$ cat src/rtl/core/irc_pkg.sv
// shared types and constants for the iteration rainbow color map
// segment codes, the rgb item layout and the segment-to-color decode
// no dependencies
package irc_pkg;

    localparam int FIELD_BITS = 16;
    localparam int CHAN_BITS  = 8;
    localparam int SEG_BITS   = 3;
    localparam int RAMP_BITS  = 8;

    localparam logic [CHAN_BITS-1:0] RAMP_TOP = 8'd255;
    localparam logic [FIELD_BITS-1:0] MAX_ITER_RESET = 16'd1000;

    // one code per ramp segment; any other code decodes to pure red
    localparam logic [SEG_BITS-1:0] SEG_RED_YELLOW    = 3'd0;
    localparam logic [SEG_BITS-1:0] SEG_YELLOW_GREEN  = 3'd1;
    localparam logic [SEG_BITS-1:0] SEG_GREEN_CYAN    = 3'd2;
    localparam logic [SEG_BITS-1:0] SEG_CYAN_BLUE     = 3'd3;
    localparam logic [SEG_BITS-1:0] SEG_BLUE_MAGENTA  = 3'd4;
    localparam logic [SEG_BITS-1:0] SEG_MAGENTA_RED   = 3'd5;

    // first member sits in the high bits, so red lands in bits 7:0
    typedef struct packed {
        logic [CHAN_BITS-1:0] blue;
        logic [CHAN_BITS-1:0] green;
        logic [CHAN_BITS-1:0] red;
    } rgb_t;

    function automatic rgb_t seg_to_rgb(input logic [SEG_BITS-1:0] seg,
                                        input logic [RAMP_BITS-1:0] ramp);
        rgb_t c;
        c = '{blue: '0, green: '0, red: RAMP_TOP};
        unique case (seg)
            SEG_RED_YELLOW:   c = '{blue: '0, green: ramp, red: RAMP_TOP};
            SEG_YELLOW_GREEN: c = '{blue: '0, green: RAMP_TOP, red: RAMP_TOP - ramp};
            SEG_GREEN_CYAN:   c = '{blue: ramp, green: RAMP_TOP, red: '0};
            SEG_CYAN_BLUE:    c = '{blue: RAMP_TOP, green: RAMP_TOP - ramp, red: '0};
            SEG_BLUE_MAGENTA: c = '{blue: RAMP_TOP, green: '0, red: ramp};
            SEG_MAGENTA_RED:  c = '{blue: RAMP_TOP - ramp, green: '0, red: RAMP_TOP};
            default:          c = '{blue: '0, green: '0, red: RAMP_TOP};
        endcase
        return c;
    endfunction

endpackage

$ cat src/rtl/core/irc_div_pipe.sv
// pipelined restoring divider, one quotient bit per register stage
// carries a sideband vector and a valid bit alongside each item
// depends on nothing; the user must hold the divisor stable while items are in flight, the block does not enforce it
module irc_div_pipe #(
    parameter int NUM_BITS  = 16,
    parameter int DIV_BITS  = 16,
    parameter int QUO_BITS  = 16,
    parameter int SIDE_BITS = 1
) (
    input  logic                 aclk,
    input  logic                 aresetn,
    input  logic                 en,
    input  logic                 in_valid,
    input  logic [NUM_BITS-1:0]  in_num,
    input  logic [SIDE_BITS-1:0] in_side,
    input  logic [DIV_BITS-1:0]  divisor,
    output logic                 out_valid,
    output logic [QUO_BITS-1:0]  out_quo,
    output logic [NUM_BITS-1:0]  out_rem,
    output logic [SIDE_BITS-1:0] out_side
);

    localparam int EXT_BITS = NUM_BITS + DIV_BITS;

    logic                 valid_reg [QUO_BITS];
    logic [NUM_BITS-1:0]  rem_reg   [QUO_BITS];
    logic [QUO_BITS-1:0]  quo_reg   [QUO_BITS];
    logic [SIDE_BITS-1:0] side_reg  [QUO_BITS];

    logic [EXT_BITS-1:0] div_ext;
    assign div_ext = {{NUM_BITS{1'b0}}, divisor};

    for (genvar i = 0; i < QUO_BITS; i++) begin : g_stage
        localparam int SHIFT = QUO_BITS - 1 - i;

        logic                 prev_valid;
        logic [NUM_BITS-1:0]  prev_rem;
        logic [QUO_BITS-1:0]  prev_quo;
        logic [SIDE_BITS-1:0] prev_side;
        logic [EXT_BITS-1:0]  rem_ext;
        logic [EXT_BITS-1:0]  div_sh;
        logic [EXT_BITS-1:0]  diff;
        logic                 take;

        if (i == 0) begin : g_first
            assign prev_valid = in_valid;
            assign prev_rem   = in_num;
            assign prev_quo   = '0;
            assign prev_side  = in_side;
        end else begin : g_rest
            assign prev_valid = valid_reg[i-1];
            assign prev_rem   = rem_reg[i-1];
            assign prev_quo   = quo_reg[i-1];
            assign prev_side  = side_reg[i-1];
        end

        assign rem_ext = {{DIV_BITS{1'b0}}, prev_rem};
        assign div_sh  = div_ext << SHIFT;
        assign take    = (rem_ext >= div_sh);
        assign diff    = rem_ext - div_sh;

        always_ff @(posedge aclk) begin
            if (!aresetn) begin
                valid_reg[i] <= 1'b0;
            end else if (en) begin
                valid_reg[i] <= prev_valid;
            end
        end

        always_ff @(posedge aclk) begin
            if (en) begin
                rem_reg[i]  <= take ? diff[NUM_BITS-1:0] : prev_rem;
                quo_reg[i]  <= prev_quo | (QUO_BITS'(take) << SHIFT);
                side_reg[i] <= prev_side;
            end
        end
    end

    assign out_valid = valid_reg[QUO_BITS-1];
    assign out_quo   = quo_reg[QUO_BITS-1];
    assign out_rem   = rem_reg[QUO_BITS-1];
    assign out_side  = side_reg[QUO_BITS-1];

endmodule

$ cat src/rtl/core/iteration_rainbow_color_map.sv
// iteration rainbow color map: iteration count in, rgb item out
// three pipelined dividers (wrap, segment, ramp) and a color decode stage
// depends on irc_pkg and irc_div_pipe
//
// usage:
//   s_tdata carries one iteration count per item; m_tdata returns one color
//   per item. max_iterations is written through cfg_wr_en / cfg_wr_data;
//   the user must write it only while no item is in flight, and the block
//   does not enforce it. a maximum of zero gives pure red. throughput:
//   one item per cycle unless the output stalls. the CW stages come from the
//   wrap divider, one quotient bit per stage, CW being the smaller of
//   COUNT_BITS and 16, then 3 segment stages, 8 ramp stages and three registers.
//   reset clears all valid bits and sets max_iterations to 1000; items in
//   flight at reset are dropped. while m_tvalid is high and m_tready low the
//   whole pipeline holds, and s_tready falls in the same cycle.
module iteration_rainbow_color_map
    import irc_pkg::*;
#(
    parameter int COUNT_BITS = 16
) (
    input  logic        aclk,
    input  logic        aresetn,
    input  logic        cfg_wr_en,
    input  logic [15:0] cfg_wr_data,  // max_iterations
    input  logic        s_tvalid,
    output logic        s_tready,
    input  logic [15:0] s_tdata,      // iteration_count
    output logic        m_tvalid,
    input  logic        m_tready,
    output logic [23:0] m_tdata       // red [7:0], green [15:8], blue [23:16]
);

    localparam int CW = (COUNT_BITS < FIELD_BITS) ? COUNT_BITS : FIELD_BITS;
    localparam int SCALED_BITS = CW + SEG_BITS;
    localparam int PROD_BITS   = CW + RAMP_BITS;

    logic [CW-1:0] max_iter_reg;
    logic          en;

    always_ff @(posedge aclk) begin
        if (!aresetn) begin
            max_iter_reg <= MAX_ITER_RESET[CW-1:0];
        end else if (cfg_wr_en) begin
            max_iter_reg <= cfg_wr_data[CW-1:0];
        end
    end

    logic m_tvalid_reg;
    rgb_t m_tdata_reg;

    assign en       = !m_tvalid_reg || m_tready;
    assign s_tready = en;

    // wrap stage: count mod max, only the remainder is kept
    logic [CW-1:0] a_in;
    logic          a_gt;
    logic          b_zero;
    logic          wrap_valid;
    logic [CW-1:0] wrap_rem;
    logic [CW+1:0] wrap_side;

    assign a_in   = s_tdata[CW-1:0];
    assign a_gt   = (a_in > max_iter_reg);
    assign b_zero = (max_iter_reg == '0);

    irc_div_pipe #(
        .NUM_BITS (CW),
        .DIV_BITS (CW),
        .QUO_BITS (CW),
        .SIDE_BITS(CW + 2)
    ) u_wrap (
        .aclk     (aclk),
        .aresetn  (aresetn),
        .en       (en),
        .in_valid (s_tvalid),
        .in_num   (a_in),
        .in_side  ({a_in, a_gt, b_zero}),
        .divisor  (max_iter_reg),
        .out_valid(wrap_valid),
        .out_quo  (),
        .out_rem  (wrap_rem),
        .out_side (wrap_side)
    );

    // fixup: an exact multiple maps to the end of the ramp, then scale by 6
    logic [CW-1:0]          a_red;
    logic                   fix_valid_reg;
    logic [SCALED_BITS-1:0] scaled_reg;
    logic                   fix_zero_reg;

    always_comb begin
        if (wrap_side[1]) begin
            a_red = (wrap_rem == '0) ? max_iter_reg : wrap_rem;
        end else begin
            a_red = wrap_side[CW+1:2];
        end
    end

    always_ff @(posedge aclk) begin
        if (!aresetn) begin
            fix_valid_reg <= 1'b0;
        end else if (en) begin
            fix_valid_reg <= wrap_valid;
        end
    end

    always_ff @(posedge aclk) begin
        if (en) begin
            scaled_reg   <= {1'b0, a_red, 2'b00} + {2'b00, a_red, 1'b0};
            fix_zero_reg <= wrap_side[0];
        end
    end

    // segment stage: floor(6a / b), quotient 0..6
    logic                   seg_valid;
    logic [SEG_BITS-1:0]    seg_quo;
    logic [SCALED_BITS-1:0] seg_rem;
    logic                   seg_zero;

    irc_div_pipe #(
        .NUM_BITS (SCALED_BITS),
        .DIV_BITS (CW),
        .QUO_BITS (SEG_BITS),
        .SIDE_BITS(1)
    ) u_seg (
        .aclk     (aclk),
        .aresetn  (aresetn),
        .en       (en),
        .in_valid (fix_valid_reg),
        .in_num   (scaled_reg),
        .in_side  (fix_zero_reg),
        .divisor  (max_iter_reg),
        .out_valid(seg_valid),
        .out_quo  (seg_quo),
        .out_rem  (seg_rem),
        .out_side (seg_zero)
    );

    // remainder times 255, as (rem << 8) - rem; rem is below b
    logic                  prod_valid_reg;
    logic [PROD_BITS-1:0]  prod_reg;
    logic [SEG_BITS-1:0]   prod_seg_reg;
    logic                  prod_zero_reg;
    logic [CW-1:0]         rem_c;

    assign rem_c = seg_rem[CW-1:0];

    always_ff @(posedge aclk) begin
        if (!aresetn) begin
            prod_valid_reg <= 1'b0;
        end else if (en) begin
            prod_valid_reg <= seg_valid;
        end
    end

    always_ff @(posedge aclk) begin
        if (en) begin
            prod_reg      <= {rem_c, {RAMP_BITS{1'b0}}} - {{RAMP_BITS{1'b0}}, rem_c};
            prod_seg_reg  <= seg_quo;
            prod_zero_reg <= seg_zero;
        end
    end

    // ramp stage: floor(rem * 255 / b)
    logic                  ramp_valid;
    logic [RAMP_BITS-1:0]  ramp_quo;
    logic [SEG_BITS:0]     ramp_side;

    irc_div_pipe #(
        .NUM_BITS (PROD_BITS),
        .DIV_BITS (CW),
        .QUO_BITS (RAMP_BITS),
        .SIDE_BITS(SEG_BITS + 1)
    ) u_ramp (
        .aclk     (aclk),
        .aresetn  (aresetn),
        .en       (en),
        .in_valid (prod_valid_reg),
        .in_num   (prod_reg),
        .in_side  ({prod_seg_reg, prod_zero_reg}),
        .divisor  (max_iter_reg),
        .out_valid(ramp_valid),
        .out_quo  (ramp_quo),
        .out_rem  (),
        .out_side (ramp_side)
    );

    // color decode into the output register
    rgb_t m_tdata_next;

    always_comb begin
        if (ramp_side[0]) begin
            m_tdata_next = '{blue: '0, green: '0, red: RAMP_TOP};
        end else begin
            m_tdata_next = seg_to_rgb(ramp_side[SEG_BITS:1], ramp_quo);
        end
    end

    always_ff @(posedge aclk) begin
        if (!aresetn) begin
            m_tvalid_reg <= 1'b0;
        end else if (en) begin
            m_tvalid_reg <= ramp_valid;
        end
    end

    always_ff @(posedge aclk) begin
        if (en) begin
            m_tdata_reg <= m_tdata_next;
        end
    end

    assign m_tvalid = m_tvalid_reg;
    assign m_tdata  = m_tdata_reg;

endmodule
$ cat config.mk
export PLATFORM = sky130hd
export DESIGN_NAME = iteration_rainbow_color_map
export DESIGN_NICKNAME = d
export VERILOG_FILES = /design/src/rtl/core/irc_pkg.sv /design/src/rtl/core/irc_div_pipe.sv /design/src/rtl/core/iteration_rainbow_color_map.sv
export SDC_FILE = /design/constraint.sdc
export NUM_CORES = 2
export LEC_CHECK = 0
export BUFFER_PORTS_ARGS = -buffer_cell sky130_fd_sc_hd__clkbuf_2
export CAP_MARGIN = 30
export CORE_ASPECT_RATIO = 0.9
export CORE_MARGIN = 10
export CORE_UTILIZATION = 38
export CTS_CLUSTER_DIAMETER = 50
export DETAILED_ROUTE_END_ITERATION = 12
export MAX_ROUTING_LAYER = met4
export PLACE_DENSITY = 0.58
export RECOVER_POWER = 100
export SETUP_SLACK_MARGIN = 0.15
export SYNTH_ARGS = -nofsm -noshare
export SYNTH_HDL_FRONTEND = slang
export SYNTH_SLANG_ARGS = --single-unit
$ cat constraint.sdc
create_clock -name aclk -period 51.7 [get_ports aclk]
set_input_delay 2.585 -clock aclk [delete_from_list [all_inputs] [get_ports aclk]]
set_output_delay 2.585 -clock aclk [all_outputs]
set_load 0.005 [all_outputs]
==> metrics list <==
* Result of the run: finished with violations
- Violations in the final reports: capacitance limit, slew limit
- The synthesized design contains about 800 enable-type register cells.
* Leakage power figure: 0.0202 µW
* Placement row count: 119
* Ratio of cells with drive above 1 in the final layout: 0.0899
- After the last flow step, the layout net total stands at approximately 4300.
- The mapped netlist covers 45200 µm².
- Of the synthesized area, sequential elements account for 0.552.
- For this run the aggregate overflow at the end of global routing stands at 0.
- Top cells by area in the synthesized netlist: sky130_fd_sc_hd__edfxtp_1 54%, sky130_fd_sc_hd__ha_1 9.6%, sky130_fd_sc_hd__xnor2_1 3.2%
- H-tree lvl count: 3
- The region available for standard cell placement spans 117000 µm².
* Sort of element at the end of the critical path: flip-flop
- The clock reaches the later pin of the worst-skew pair after approximately 0.7 ns.
- Reg-to-Reg End: u_wrap.rem_reg[0][108]
- At the worst endpoint, the required time is 51.96 ns.
- Instance area after placement: about 47000 µm²
* Cells traversed along the worst timing path: clkbuf_2 -> nor2b_1 -> clkinvlp_2 -> clkbuf_1 -> clkbuf_1 -> clkbuf_1 -> clkbuf_1 -> clkbuf_1
- Most used flip-flop cell after synthesis: sky130_fd_sc_hd__edfxtp_1
- In the final timing run, aggregate negative setup slack is 0 ns.
- Setup slack at placement: around 45 ns
* Classification of the worst-slack hold path: flip-flop to flip-flop
* Drt wl/cell: between 15 and 20 µm
- Power spread over the standard cell area amounts to between 60 and 70 nW/µm².
- After clock tree synthesis, the flow added hold-fix buffers numbering 0.
- Overall die height: around 350 µm
- In this run the most critical hold path is launched from u_wrap.side_reg[0][143].
* Arrival time worst endpoint: 13.83 ns
- Number of register bits inferred by synthesis: about 840
* Hold Vio Cnt, Final: 0
- Total die area: approximately 130000 µm²
* Highest fanout seen on the critical path: between 90 and 100
- Ys async rst share: 0
* Most frequent cell after synthesis: sky130_fd_sc_hd__edfxtp_1
- Reg2Reg Launch Point: m_tvalid
- The share of synthesized area in the top cell type comes to 0.543.
- In this run, the number of DRC markers left after iteration 0 of detailed routing was 2284.
- RSZ-0062 raised after global routing: no
- Final Max Tran Viols: 984
* Kind of start point of the critical path: primary input
- Time the worst path needs with I/O delays and setup: around 14 ns
- Number of nets produced by synthesis: 4143
- DRC violation count after routing: 0
* Critical setup path kind: primary input to flip-flop
- Post-Layout Inst Area: between 50000 and 60000 µm²
- Post-detailed-routing wire length: ~100000 µm
- During synthesis, Yosys emitted a total of 0 warnings.
- Final Cycle Share: 0.263
- Fill cells in the final layout number roughly 11000.
* Clock transition at the registers of the reported paths: ~0.060 ns
* Final setup violation count: 0
- CTS placed an instance of sky130_fd_sc_hd__clkbuf_16 at the clock tree root.
* Total CTS buffers: roughly 110
- The worst pin sits at a relative slew slack of -1.64.
* Clock Skews: between 0.02 and 0.03 ns
* Worst Max-Slew Pin Slew: ~4.0 ns
- The first TritonRoute pass finished after 6 iterations.
* Crit-path most repeated cell: sky130_fd_sc_hd__clkbuf_1
* CP max-delay cell: sky130_fd_sc_hd__clkbuf_1
- Post-CTS timing repair inserted 0 buffers for setup.
- Detailed placement finished with a half-perimeter wire length of approximately 68000 µm.
- Once detail routing completed, the nets flagged for antenna violations numbered 0.
* Final critical-path setup slack: 38.13 ns
* Fmax: between 70 and 80 MHz
* Worst-case hold path end point: u_wrap.side_reg[1][17]
- Path depth of the worst reg2reg path: 7
- TritonCTS clock tree: yes
* Worst slack on hold paths: about 0.41 ns
* Routed vias/inst: roughly 5.2
* Post-synthesis cell count: approximately 3700
- Starting density of the core: 0.384
- Entering global routing, the biggest net connects 91 pins.
* Register-to-register setup slack: between 30 and 40 ns
- The congestion estimate from routability-driven global placement came to roughly 0.85.
* Wire length of the first global-routing pass: between 150000 and 200000 µm
* Largest area contributor in the netlist: sky130_fd_sc_hd__edfxtp_1
- In this design, the stage delay of the slowest critical-path cell is between 2 and 3 ns.
- Total number of vias: roughly 29000
- The register with the most flip-flops in the layout has roughly 290 of them.
- Gates resized, CTS repair: 0
* Via count of the first global-routing pass: ~28000
- Num Clock Sinks: ~840
* Syn-to-layout area delta: 13.1%
* Most instantiated cells after synthesis: 816 x sky130_fd_sc_hd__edfxtp_1, 348 x sky130_fd_sc_hd__ha_1, 269 x sky130_fd_sc_hd__a21oi_1
- Count of cells along the worst hold path: 0
- Number of input and output port buffers inserted: 62
* # Max-Cap Violations: 19
* Global router's overall resource usage: 0.152
- Die Width: 383 µm
- The average instance in the mapped netlist occupies ~12 µm².
- Boundary pin count: 63
- The longest clock path from root to sink contains 3 buffers.
- The synthesized netlist contains 84 unique library cells.
* Antenna violations before repair: 1
* Peak supply drop: ~31 µV
stage by stage:
stage	cells	utilization	total power, µW
final	5536	0.435	3100
after global routing	5535	0.435	3330
after detailed placement	5329	0.404	2320
after CTS	5531	0.437	3140
after global placement	5324	0.404	2310
after floorplan	3733	-	2040
worst max-delay path by stage:
stage          cells past startpoint                endpoint     start
2_1_floorplan                      4                s_tready  m_tready
3_3_place_gp                       4                s_tready  m_tready
3_5_place_dp                       4                s_tready  m_tready
4_1_cts                            4                s_tready  m_tready
5_1_grt                            8  u_wrap.rem_reg[0][107]  m_tready
6_report                           8  u_wrap.rem_reg[0][108]  m_tready
placed cells by master, fill, tap and decap left out, drive strengths merged, types with 111 or more instances in the layout:
cell	n
o21ai	236
nor2	233
nand2	255
ha	348
inv	176
xnor2	164
clkbuf	210
edfxtp	816
mux2	111
a21oi	272
layer usage:
layer	wire (µm)	up-vias	track usage	part of all wire
met2	43000	583	0.223	0.43
met5	0	-	-	0
met3	4960	165	0.0264	0.050
met1	48900	13600	0.213	0.49
met4	2920	0	0.0479	0.029
li1	-	14400	-	-
area by class of cell:
| type | count | area [µm²] | area share |
|---|---|---|---|
| clock inverters | 80 | 1040 | 0.0204 |
| clock buffers | 122 | 2790 | 0.0546 |
| repair buffers | 107 | 494 | 0.00968 |
| multi-input cells | 2658 | 19200 | 0.377 |
| well taps | 1573 | 1970 | 0.0386 |
| inverters | 157 | 591 | 0.0116 |
| flip-flops and latches | 838 | 24900 | 0.489 |
| diodes | 1 | 2.50 | 0.0000490 |
cell families after synthesis:
kind of cell	share of synthesized area
flops	0.552
mux	0.0366
buf+inv	0.0208
simple gates	0.112
compound gates	0.118
fa+ha+maj	0.108
xor+xnor	0.0528
where the power goes:
group | switching, µW | internal (µW) | total [µW]
sequential | 123 | 1020 | 1150
combinational | 634 | 529 | 1160
clock | 303 | 489 | 792
total | 1060 | 2040 | 3100
worst max-delay path: cells and delay by family:
kind | cells | cell delay [ns]
buf+inv | 7 | 10.95
simple gates | 1 | 0.11
Note: power is estimated with default switching activity, not from simulation.
